File: config.mk
export PLATFORM = sky130hd
export DESIGN_NAME = int_char_literal_parser
export DESIGN_NICKNAME = d
export VERILOG_FILES = /design/src/sv/icl_pkg.sv /design/src/sv/int_char_literal_parser.sv
export SDC_FILE = /design/constraint.sdc
export NUM_CORES = 1
export LEC_CHECK = 0
export ABC_AREA = 0
export BUFFER_PORTS_ARGS = -buffer_cell sky130_fd_sc_hd__buf_2
export CAP_MARGIN = 20
export CORE_MARGIN = 2
export CORE_UTILIZATION = 24
export CTS_CLUSTER_SIZE = 28
export DETAILED_ROUTE_END_ITERATION = 8
export RECOVER_POWER = 50
export SLEW_MARGIN = 20
export SYNTH_ARGS = -nofsm -noshare
export SYNTH_HDL_FRONTEND = slang
export SYNTH_SLANG_ARGS = --single-unit
File: constraint.sdc
create_clock -name clk -period 27.2 [get_ports clk]
set_clock_uncertainty 0.1 [all_clocks]
set_input_delay 1.36 -clock clk [delete_from_list [all_inputs] [get_ports clk]]
set_output_delay 1.36 -clock clk [all_outputs]
set_load 0.01 [all_outputs]
File: src/sv/icl_pkg.sv
// icl_pkg: shared types and constants for the integer and character literal parser
// depends on nothing; used by int_char_literal_parser
package icl_pkg;

  typedef enum logic [3:0] {
    PH_START  = 4'd0,
    PH_HSKIP  = 4'd1,
    PH_HDIG   = 4'd2,
    PH_DDIG   = 4'd3,
    PH_ODIG   = 4'd4,
    PH_SUFFIX = 4'd5,
    PH_SUFL   = 4'd6,
    PH_CU8    = 4'd7,
    PH_CQUOTE = 4'd8,
    PH_CBODY  = 4'd9,
    PH_CESC   = 4'd10,
    PH_COCT   = 4'd11,
    PH_CHEX   = 4'd12,
    PH_CUTF   = 4'd13,
    PH_DONE   = 4'd14
  } phase_t;

  localparam logic [1:0] MODE_HEX  = 2'd0;
  localparam logic [1:0] MODE_DEC  = 2'd1;
  localparam logic [1:0] MODE_OCT  = 2'd2;
  localparam logic [1:0] MODE_CHAR = 2'd3;

  localparam logic [1:0] KIND_LOCAL = 2'd0;
  localparam logic [1:0] KIND_UTF16 = 2'd1;
  localparam logic [1:0] KIND_UTF32 = 2'd2;
  localparam logic [1:0] KIND_UTF8  = 2'd3;

  // suffix flag bit positions
  localparam int SUF_U  = 0;
  localparam int SUF_L  = 1;
  localparam int SUF_LL = 2;

  localparam logic [63:0] LIMIT_HEX = 64'h0FFF_FFFF_FFFF_FFFF;
  localparam logic [63:0] LIMIT_DEC = 64'h1999_9999_9999_9999;
  localparam logic [63:0] LIMIT_OCT = 64'h1FFF_FFFF_FFFF_FFFF;

  localparam logic [63:0] UTF_MASK  = 64'h0000_0000_FFFF_FFFF;

  localparam logic [6:0] SIZE_L  = 7'd32;
  localparam logic [6:0] SIZE_LL = 7'd64;

  typedef struct packed {
    logic        overflow;
    logic        is_signed;
    logic [6:0]  size_bits;
    logic [63:0] value;
  } res_t;

endpackage

File: src/sv/int_char_literal_parser.sv
// int_char_literal_parser: one source byte per beat, value of a C integer or
// character constant on the beat marked last; depends on icl_pkg
// a result is registered in the output register, or the skid entry if that is held
// throughput: one byte per cycle while the skid entry is empty; a two-entry output
// stage (register plus skid) lets bytes keep flowing while a result waits
// reset (rst, synchronous): parse state back to start of literal, output empty
module int_char_literal_parser (
  input  logic        clk,
  input  logic        rst,
  input  logic        s_tvalid,
  output logic        s_tready,
  input  logic [7:0]  s_tdata,   // [7:0] ch
  input  logic [1:0]  s_tuser,   // [1:0] mode
  input  logic        s_tlast,   // last
  output logic        m_tvalid,
  input  logic        m_tready,
  output logic [79:0] m_tdata    // [63:0] value, [70:64] size_bits, [71] is_signed,
                                 // [72] overflow, [79:73] zero
);

  icl_pkg::phase_t phase, phase_next;
  logic [63:0] acc, acc_next;
  logic        ovf, ovf_next;
  logic [2:0]  suf, suf_next;
  logic [1:0]  kind, kind_next;
  logic [2:0]  urem, urem_next;
  logic [1:0]  escd, escd_next;

  icl_pkg::res_t res, out_res, skid_res;
  logic          out_valid, skid_valid;

  logic [7:0] ch;
  logic [1:0] mode;
  logic       in_fire, push, pop;

  assign ch      = s_tdata;
  assign mode    = s_tuser;
  assign in_fire = s_tvalid && s_tready;
  assign push    = in_fire && s_tlast;
  assign pop     = out_valid && m_tready;

  function automatic logic [5:0] digit_of(input logic [7:0] c);
    logic [7:0] r;
    if (c >= "0" && c <= "9") begin
      r = c - 8'h30;
    end else if (c >= "a" && c <= "z") begin
      r = c - 8'h57;
    end else if (c >= "A" && c <= "Z") begin
      r = c - 8'h37;
    end else begin
      r = 8'd36;
    end
    return r[5:0];
  endfunction

  function automatic icl_pkg::phase_t suffix_phase(input logic [7:0] c);
    if (c == "u" || c == "U") begin
      return icl_pkg::PH_SUFFIX;
    end else if (c == "l" || c == "L") begin
      return icl_pkg::PH_SUFL;
    end
    return icl_pkg::PH_DONE;
  endfunction

  function automatic logic is_u(input logic [7:0] c);
    return (c == "u" || c == "U");
  endfunction

  // next parse state for one byte
  always_comb begin : step
    logic [5:0]  d;
    logic [2:0]  more;
    logic [5:0]  lead_mask;
    phase_next = phase;
    acc_next   = acc;
    ovf_next   = ovf;
    suf_next   = suf;
    kind_next  = kind;
    urem_next  = urem;
    escd_next  = escd;
    d = digit_of(ch);
    if (ch >= 8'hFC) begin
      more = 3'd5;
    end else if (ch >= 8'hF8) begin
      more = 3'd4;
    end else if (ch >= 8'hF0) begin
      more = 3'd3;
    end else if (ch >= 8'hE0) begin
      more = 3'd2;
    end else begin
      more = 3'd1;
    end
    lead_mask = 6'h3F >> more;
    unique case (phase)
      icl_pkg::PH_START: begin
        unique case (mode)
          icl_pkg::MODE_HEX: begin
            phase_next = (ch == 8'd0) ? icl_pkg::PH_DONE : icl_pkg::PH_HSKIP;
          end
          icl_pkg::MODE_DEC: begin
            if (d < 6'd10) begin
              if (acc > icl_pkg::LIMIT_DEC) ovf_next = 1'b1;
              acc_next = {acc[60:0], 3'b000} + {acc[62:0], 1'b0} + {58'd0, d};
            end else begin
              suf_next[icl_pkg::SUF_U] = suf[icl_pkg::SUF_U] | is_u(ch);
              phase_next = suffix_phase(ch);
            end
          end
          icl_pkg::MODE_OCT: begin
            if (d < 6'd8) begin
              if (acc > icl_pkg::LIMIT_OCT) ovf_next = 1'b1;
              acc_next = {acc[60:0], 3'b000} + {58'd0, d};
            end else begin
              suf_next[icl_pkg::SUF_U] = suf[icl_pkg::SUF_U] | is_u(ch);
              phase_next = suffix_phase(ch);
            end
          end
          default: begin
            if (ch == "u") begin
              kind_next  = icl_pkg::KIND_UTF16;
              phase_next = icl_pkg::PH_CU8;
            end else if (ch == "U" || ch == "L") begin
              kind_next  = icl_pkg::KIND_UTF32;
              phase_next = icl_pkg::PH_CQUOTE;
            end else begin
              phase_next = (ch == "'") ? icl_pkg::PH_CBODY : icl_pkg::PH_DONE;
            end
          end
        endcase
      end
      icl_pkg::PH_HSKIP: begin
        phase_next = (ch == 8'd0) ? icl_pkg::PH_DONE : icl_pkg::PH_HDIG;
      end
      icl_pkg::PH_HDIG: begin
        if (d < 6'd16) begin
          if (acc > icl_pkg::LIMIT_HEX) ovf_next = 1'b1;
          acc_next = {acc[59:0], d[3:0]};
        end else begin
          suf_next[icl_pkg::SUF_U] = suf[icl_pkg::SUF_U] | is_u(ch);
          phase_next = suffix_phase(ch);
        end
      end
      icl_pkg::PH_DDIG: begin
        if (d < 6'd10) begin
          if (acc > icl_pkg::LIMIT_DEC) ovf_next = 1'b1;
          acc_next = {acc[60:0], 3'b000} + {acc[62:0], 1'b0} + {58'd0, d};
        end else begin
          suf_next[icl_pkg::SUF_U] = suf[icl_pkg::SUF_U] | is_u(ch);
          phase_next = suffix_phase(ch);
        end
      end
      icl_pkg::PH_ODIG: begin
        if (d < 6'd8) begin
          if (acc > icl_pkg::LIMIT_OCT) ovf_next = 1'b1;
          acc_next = {acc[60:0], 3'b000} + {58'd0, d};
        end else begin
          suf_next[icl_pkg::SUF_U] = suf[icl_pkg::SUF_U] | is_u(ch);
          phase_next = suffix_phase(ch);
        end
      end
      icl_pkg::PH_SUFFIX: begin
        suf_next[icl_pkg::SUF_U] = suf[icl_pkg::SUF_U] | is_u(ch);
        phase_next = suffix_phase(ch);
      end
      icl_pkg::PH_SUFL: begin
        if (ch == "l" || ch == "L") begin
          suf_next[icl_pkg::SUF_LL] = 1'b1;
          phase_next = icl_pkg::PH_SUFFIX;
        end else begin
          suf_next[icl_pkg::SUF_L] = 1'b1;
          suf_next[icl_pkg::SUF_U] = suf[icl_pkg::SUF_U] | is_u(ch);
          phase_next = suffix_phase(ch);
        end
      end
      icl_pkg::PH_CU8: begin
        if (ch == "8") begin
          kind_next  = icl_pkg::KIND_UTF8;
          phase_next = icl_pkg::PH_CQUOTE;
        end else begin
          phase_next = (ch == "'") ? icl_pkg::PH_CBODY : icl_pkg::PH_DONE;
        end
      end
      icl_pkg::PH_CQUOTE: begin
        phase_next = (ch == "'") ? icl_pkg::PH_CBODY : icl_pkg::PH_DONE;
      end
      icl_pkg::PH_CBODY: begin
        if (ch == "\\") begin
          phase_next = icl_pkg::PH_CESC;
        end else if (ch == 8'd0) begin
          phase_next = icl_pkg::PH_DONE;
        end else if (kind != icl_pkg::KIND_LOCAL && ch >= 8'hC0 && ch < 8'hFE) begin
          acc_next   = {58'd0, ch[5:0] & lead_mask};
          urem_next  = more;
          phase_next = icl_pkg::PH_CUTF;
        end else begin
          acc_next   = {56'd0, ch};
          phase_next = icl_pkg::PH_DONE;
        end
      end
      icl_pkg::PH_CESC: begin
        phase_next = icl_pkg::PH_DONE;
        case (ch)
          "'", "\"", "?", "\\": acc_next = {56'd0, ch};
          "a": acc_next = 64'd7;
          "b": acc_next = 64'd8;
          "f": acc_next = 64'd12;
          "n": acc_next = 64'd10;
          "r": acc_next = 64'd13;
          "t": acc_next = 64'd9;
          "v": acc_next = 64'd11;
          "x": begin
            acc_next   = 64'd0;
            phase_next = icl_pkg::PH_CHEX;
          end
          default: begin
            if (ch >= "0" && ch <= "7") begin
              acc_next   = {61'd0, ch[2:0]};
              escd_next  = 2'd0;
              phase_next = icl_pkg::PH_COCT;
            end else begin
              acc_next = 64'd0;
            end
          end
        endcase
      end
      icl_pkg::PH_COCT: begin
        if (ch >= "0" && ch <= "7") begin
          acc_next  = {acc[60:0], ch[2:0]};
          escd_next = escd + 2'd1;
          if (escd_next >= 2'd2) phase_next = icl_pkg::PH_DONE;
        end else begin
          phase_next = icl_pkg::PH_DONE;
        end
      end
      icl_pkg::PH_CHEX: begin
        if (d < 6'd16) begin
          if (acc > icl_pkg::LIMIT_HEX) ovf_next = 1'b1;
          acc_next = {acc[59:0], d[3:0]};
        end else begin
          phase_next = icl_pkg::PH_DONE;
        end
      end
      icl_pkg::PH_CUTF: begin
        if (ch[7:6] == 2'b10) begin
          acc_next  = {acc[57:0], ch[5:0]} & icl_pkg::UTF_MASK;
          urem_next = urem - 3'd1;
          if (urem_next == 3'd0) phase_next = icl_pkg::PH_DONE;
        end else begin
          acc_next   = (acc << (5'(urem) * 5'd6)) & icl_pkg::UTF_MASK;
          urem_next  = 3'd0;
          phase_next = icl_pkg::PH_DONE;
        end
      end
      icl_pkg::PH_DONE: phase_next = icl_pkg::PH_DONE;
      default: phase_next = icl_pkg::PH_DONE;
    endcase
  end

  // result for a byte marked last
  always_comb begin : finish
    logic [63:0] v;
    logic [2:0]  fs;
    logic [6:0]  auto_sz;
    logic [6:0]  sz;
    if (phase_next == icl_pkg::PH_CUTF) begin
      v = (acc_next << (5'(urem_next) * 5'd6)) & icl_pkg::UTF_MASK;
    end else begin
      v = acc_next;
    end
    fs = suf_next;
    if (phase_next == icl_pkg::PH_SUFL) fs[icl_pkg::SUF_L] = 1'b1;
    auto_sz = 7'd0;
    for (int i = 0; i < 8; i++) begin
      if (v[8*i +: 8] != 8'd0) auto_sz = 7'(8 * (i + 1));
    end
    if (fs[icl_pkg::SUF_LL]) begin
      sz = icl_pkg::SIZE_LL;
    end else if (fs[icl_pkg::SUF_L]) begin
      sz = icl_pkg::SIZE_L;
    end else begin
      sz = 7'd0;
    end
    if (sz < auto_sz) sz = auto_sz;
    res.value     = v;
    res.size_bits = sz;
    res.is_signed = ~fs[icl_pkg::SUF_U];
    res.overflow  = ovf_next | (~fs[icl_pkg::SUF_U] & v[63]);
  end

  always_ff @(posedge clk) begin
    if (rst) begin
      phase <= icl_pkg::PH_START;
      acc   <= 64'd0;
      ovf   <= 1'b0;
      suf   <= 3'd0;
      kind  <= icl_pkg::KIND_LOCAL;
      urem  <= 3'd0;
      escd  <= 2'd0;
    end else if (in_fire) begin
      if (s_tlast) begin
        phase <= icl_pkg::PH_START;
        acc   <= 64'd0;
        ovf   <= 1'b0;
        suf   <= 3'd0;
        kind  <= icl_pkg::KIND_LOCAL;
        urem  <= 3'd0;
        escd  <= 2'd0;
      end else begin
        phase <= phase_next;
        acc   <= acc_next;
        ovf   <= ovf_next;
        suf   <= suf_next;
        kind  <= kind_next;
        urem  <= urem_next;
        escd  <= escd_next;
      end
    end
  end

  // output register with skid entry
  always_ff @(posedge clk) begin
    if (rst) begin
      out_valid  <= 1'b0;
      skid_valid <= 1'b0;
    end else if (skid_valid) begin
      if (pop) begin
        skid_valid <= 1'b0;
      end
    end else if (push && (!out_valid || pop)) begin
      out_valid <= 1'b1;
    end else if (push) begin
      skid_valid <= 1'b1;
    end else if (pop) begin
      out_valid <= 1'b0;
    end
  end

  always_ff @(posedge clk) begin
    if (skid_valid) begin
      if (pop) out_res <= skid_res;
    end else if (push && (!out_valid || pop)) begin
      out_res <= res;
    end else if (push) begin
      skid_res <= res;
    end
  end

  assign s_tready = ~skid_valid;
  assign m_tvalid = out_valid;
  assign m_tdata  = {7'd0, out_res.overflow, out_res.is_signed, out_res.size_bits,
                     out_res.value};

  a_skid_behind_out: assert property (@(posedge clk) disable iff (rst)
    skid_valid |-> out_valid)
    else $error("skid entry held while output register empty");

  a_restart_after_last: assert property (@(posedge clk) disable iff (rst)
    push |=> phase == icl_pkg::PH_START)
    else $error("parse state not cleared after last beat");

  a_size_range: assert property (@(posedge clk) disable iff (rst)
    out_valid |-> out_res.size_bits <= icl_pkg::SIZE_LL)
    else $error("size beyond 64 bits");

  a_signed_top_bit: assert property (@(posedge clk) disable iff (rst)
    (out_valid && out_res.is_signed && out_res.value[63]) |-> out_res.overflow)
    else $error("signed value with top bit set not flagged");

endmodule
Yosys cells after proc, flatten, opt, wreduce, memory -nomap -nowiden
Index checks and enable logic that the tools add are counted.
- multiplexer cells: 129
- $lt $le $gt $ge: 21
- $mul: 2
- equal/unequal tests: 43
- shift-type cells: 3
- bitwise operators: 7
- add/sub/neg operators: 8
- reductions and logical operators: 42
- operators by type and width (kind ; number):
    two-way mux 64 bit ; 8
    case mux 64 bit (8 select lines) ; 1
    two-way mux 73 bit ; 3
    adder 64 x 6 -> 64 bit ; 2
    greater-than comparator 64 x 61 -> 1 bit (second input constant) ; 2
    case mux 64 bit (2 select lines) ; 1
    << shifter 64 x 5 -> 32 bit ; 2
    == test 8 x 7 -> 1 bit (second input constant) ; 13
    two-way mux 4 bit ; 26
    case mux 8 bit (9 select lines) ; 1
    adder 64 bit ; 1
    greater-than comparator 64 x 60 -> 1 bit (second input constant) ; 1
    nonzero test 8 bit ; 8
    two-way mux 7 bit ; 9
    case mux 4 bit (14 select lines) ; 1
    two-way mux 3 bit ; 14
    greater-or-equal comparator 8 bit (second input constant) ; 5
    two-way mux 1 bit ; 35
    == test 8 x 6 -> 1 bit (second input constant) ; 4
    two-way mux 32 bit ; 1
    two-way mux 2 bit ; 15
    == test 4 bit (second input constant) ; 7
    two-way mux 6 bit ; 4
    == test 4 x 3 -> 1 bit (second input constant) ; 5
    other kinds (50) ; 86
- output and inout bits: 82
- logic and storage cells: 272
- bits in registers: 227

Depth between registers and ports, before layout
- depth after elaboration: 28
- gate-level depth with buffers: 38
- gate-level depth less buffers: 32

Least setup slack after synthesis
Ideal clock, no wire load.
- path type: input-to-reg
- start: input port s_tdata[1]
- end: register skid_res[69] (netlist name) (data pin)
- slack: 17.522 ns
- cell stages on the path: 35
- data arrival time: 9.318 ns
- cell sequence: clkbuf_1 -> inv_1 -> ha_1 -> or4b_4 -> a311oi_2 -> nor3_1 -> a211oi_4 -> inv_2 -> buf_4 -> buf_2 -> buf_2 -> buf_2 -> fa_1 -> inv_1 -> ha_1 -> o211ai_1 -> a21oi_1 -> o31ai_1 -> o211a_1 -> or4_1 -> a2111oi_0 -> and3b_1 -> o41ai_1 -> a21oi_1 -> xor2_1 -> o2111ai_1 -> nor4_2 -> o21a_1 -> inv_1 -> ha_1 -> a21oi_1 -> nand2_1 -> o41ai_2 -> or2_4 -> mux2_4
- elaborated cells on any way between the ends: 149
- classes of those cells: add/sub (5); mul (1); order compare (17); eq/ne (19); shift (2); mux (84); bitwise (1); reduce/logical (20)
- RTL lines (what ; line ; RTL):
    from (decl) ; int_char_literal_parser.sv:12 ; input logic [7:0] s_tdata,
    parallel branches: the longest is 12 deep, another holds adder 64 x 6 -> 64 bit ; n/a ;
    two-way mux 64 bit (*) ; int_char_literal_parser.sv:265 ; if (phase_next == icl_pkg::PH_CUTF) begin
    named net finish.v[60] ; int_char_literal_parser.sv:261 ; logic [63:0] v;
    nonzero test 8 bit (*) ; int_char_literal_parser.sv:274 ; if (v[8*i +: 8] != 8'd0) auto_sz = 7'(8 * (i + 1));
    two-way mux 7 bit (*) ; int_char_literal_parser.sv:274 ;
    < comparator 7 bit ; int_char_literal_parser.sv:283 ; if (sz < auto_sz) sz = auto_sz;
    two-way mux 7 bit (*) ; int_char_literal_parser.sv:283 ;
    named net finish.sz[5] ; int_char_literal_parser.sv:264 ; logic [6:0] sz;
    to (signal assigned) ; int_char_literal_parser.sv:344 ; skid_res <= res;
    to (decl) ; int_char_literal_parser.sv:29 ; icl_pkg::res_t res, out_res, skid_res;
Mark *: on every way through the listed nets, which the timed path passes. The select of a mux whose other input is x is not followed.
A chain may end at the register's enable or synchronous reset.

Worst setup path after layout
- start: input port s_tdata[0]
- end: register skid_res[69] (netlist name) (data pin)
The elaborated chain is that of the path after synthesis.

==> out/results.tsv <==
stage	metric	value	unit
global_routing	total grt overflow	0	
logic_synthesis	simple-gate share of the synthesized area	0.2164	
timing	fin crit period	10.70	ns
routing	Routed WL	130300	um
global_routing	vias in the first global route	27890	
logic_synthesis	Gate Count Post-Synth	3410	
timing	setup tns final	0	ns
logic_synthesis	xor/xnor share of the synthesized area	0.03413	
logic_synthesis	Yosys warning count	0	
placed_design	HPWL Detailed	91150	um
routing	vias per cell	6.293	
floorplanning	Die ar.	111700	sq um
clocking	CTS root buffer	clkbuf_16	
clocking	CTS tree	built	
clocking	clock buffer depth	3	
timing	setup ws final	16.50	ns
timing	relative max-transition margin	-1.809	
placed_design	worst slack, placed	16.25	ns
critical_path	CP max FO	15	
routing	antenna viol nets, final	0	
clocking	Reg clk slew, reported paths	0.07	ns
logic_synthesis	mux share of post-synthesis cell area	0.07199	
clocking	Post-CTS Resized	0	
job	Max Cap Viol	4	
timing	crit share post-route	0.3933	
placed_design	RD Place Congestion	1.022	
logic_synthesis	Adder-Cell Fraction of Synth Area	0.07323	
power_and_ir_drop	Pwr Density	40.48	nW/um^2
logic_synthesis	sequential area share after synthesis	0.2226	
power_and_ir_drop	VDD IR max	0.03045	mV
timing	Max Fclk	93.47	MHz
logic_synthesis	Synth area leader	edfxtp_1	
final_layout	Storage cell area	5827	sq um
clocking	hold buffer count at cts	0	
final_layout	Post-Route Utilization	0.2675	
floorplanning	Initial Utilization	0.2411	
timing	hold slack final	0.3866	ns
clocking	Setup Fix Bufs, Post-CTS	0	
floorplanning	core box area	108600	sq um
critical_path	Critical Path End Type	flip-flop	
placed_design	Port Buffers	86	
critical_path	required time of the critical path	27.43	ns
critical_path	Crit path arrival time	10.93	ns
clocking	Num CTS Buffers	26	
logic_synthesis	largest cells by area after synthesis	edfxtp_1, ha_1, dfxtp_1	
logic_synthesis	commonest cells in the netlist	nand2_1, nor2_1, clkbuf_1	
final_layout	multi-input gate area in the final layout	18900	sq um
logic_synthesis	compound-cell area share of the yosys netlist	0.3191	
logic_synthesis	most frequent cell after synthesis	nand2_1	
critical_path	CP max stage cell	or4_1	
final_layout	Filler cells	11790	
critical_path	Buf+Inv Stages, Crit Path	6	
run_status	failing checks	max-capacitance violations, max-slew violations	
timing	Final Max Slew Viols	177	
critical_path	CP max stage delay	0.66	ns
final_layout	share of post-route cells with drive strength above 1	0.1063	
power_and_ir_drop	Lkg Pwr	10.61	nW
final_layout	nets	3502	
timing	Final Hold Viols	0	
logic_synthesis	largest family of logic cells by synthesized area	compound AO/OA/AOI/OAI gates	
routing	DRT iter0 DRCs	4526	
routing	DRT Pass-1 Iters	7	
global_routing	GRT Overall Usage	0.2217	
logic_synthesis	Synth top area share	0.1606	
critical_path	startpoint class of the critical path	input port	
critical_path	Crit path max-delay family	compound AO/OA/AOI/OAI gates	
logic_synthesis	library cells used by synthesis	102	
critical_path	critical path start-end classification	in -> reg	
logic_synthesis	asr flop ratio synth	0	
floorplanning	die height	334.2	um
worst_hold_path	Hold Crit Class	reg -> reg	
global_routing	largest net degree at the start of global routing	71	
timing	RSZ-0062 raised after global routing	false	
routing	via count	30043	
logic_synthesis	prevailing post-synth register cell	edfxtp_1	
floorplanning	die width	334.2	um
logic_synthesis	number of flops mapped to enable cells by yosys	140	
global_routing	global-route wire length before repair	190100	um
logic_synthesis	Avg Synthesized Cell Area	7.676	sq um
clocking	Worst-Skew Late Latency	0.59	ns
routing	DRC	0	
final_layout	P&R area growth vs syn	10.95	%
run_status	status	finished with violations	
clocking	Sink Count	221	
global_routing	initial antenna violation count	5	
clocking	H-tree depth	1	
timing	Worst-Margin Slew	4.213	ns
routing	WL per Instance	27.29	um
floorplanning	Site Rows	121	
floorplanning	io pins	97	
logic_synthesis	Mapped Area	26170	sq um
logic_synthesis	number of synthesized register bits	221	
critical_path	CP dominant cell by count	inv_1	
timing	Final Setup Violations	0	
-- final timing paths --
| path | to | slack [ns] | from | cells after the start |
|---|---|---|---|---|
| setup / recovery | skid_res[69] | 16.50 | s_tdata[0] | 32 |
| setup reg to reg | skid_res[69] | 18.80 | phase[2] | 26 |
| hold / removal | kind[1] | 0.39 | kind[1] | 2 |
| hold reg to reg | kind[1] | 0.39 | kind[1] | 2 |
-- report_power, final --
group          leakage (nW)  switching (mW)  internal [mW]
registers              1.97         0.00764          0.377
logic                  8.22           0.294          0.125
clock network         0.418           0.165          0.207
-- stage by stage --
step / power (mW) / cells / instance area [sq um]
after floorplan: 0.6337 / 3419 / 26210
after detailed placement: 0.7888 / 4724 / 28270
after global placement: 0.7902 / 4724 / 28250
after global routing: 1.210 / 4772 / 29030
after CTS: 1.161 / 4772 / 29140
final: 1.176 / 4774 / 29040
-- placed cells by master (no fill, tap or decap), types with 42 or more instances in the layout --
cell type	instances
a21o_1	57
a21oi_1	252
a221oi_1	42
a22oi_1	83
a31oi_1	57
buf_4	132
clkbuf_1	80
dfxtp_1	80
edfxtp_1	140
ha_1	141
inv_1	81
mux2_2	66
mux2i_1	45
nand2_1	336
nand3_1	83
nand4_1	49
nor2_1	325
nor3_1	77
nor4_1	49
o211ai_1	54
o21ai_0	215
o221ai_1	51
xnor2_1	68
-- worst register-to-register path: cells and delay by family, from the launching register on --
family	cells	cell delay (ns)
buffers and inverters	6	2.21
flip-flops	1	0.31
AND/OR/NAND/NOR	10	2.92
AO/OA/AOI/OAI	6	1.42
adder cells (fa/ha/maj)	3	0.92
multiplexers	1	0.29
-- kinds of logic after synthesis --
logic type      Yosys count
simple gates           1170
other cells               1
xor+xnor                102
flops                   221
buf+inv                 417
mux                     142
fa+ha+maj               149
compound gates         1208
-- final cells by class --
cell class	count	share of cell area
clock buffer	29	0.02279
timing repair buffer	221	0.04615
clock inverter	19	0.007325
multi-input combinational	2781	0.6507
inverter	87	0.01125
antenna	2	0.0001723
tap	1414	0.06092
sequential	221	0.2007
-- per-layer routing --
layer	global-route usage	part of all wire	vias up
met5	0	0.00045	-
li1	-	-	12955
met1	0.2829	0.39	14386
met2	0.3281	0.41	2099
met4	0.1400	0.080	8
met3	0.06199	0.12	595
-- registers in the layout (all words and copies together) (netlist names) --
signal / count
acc: 64
phase: 4
skid_res: 70
suf: 3
ovf: 1
escd: 2
kind: 2
m_tdata: 70
m_tvalid: 1
urem: 3
skid_valid: 1
Note: power is estimated with default switching activity, not from simulation.
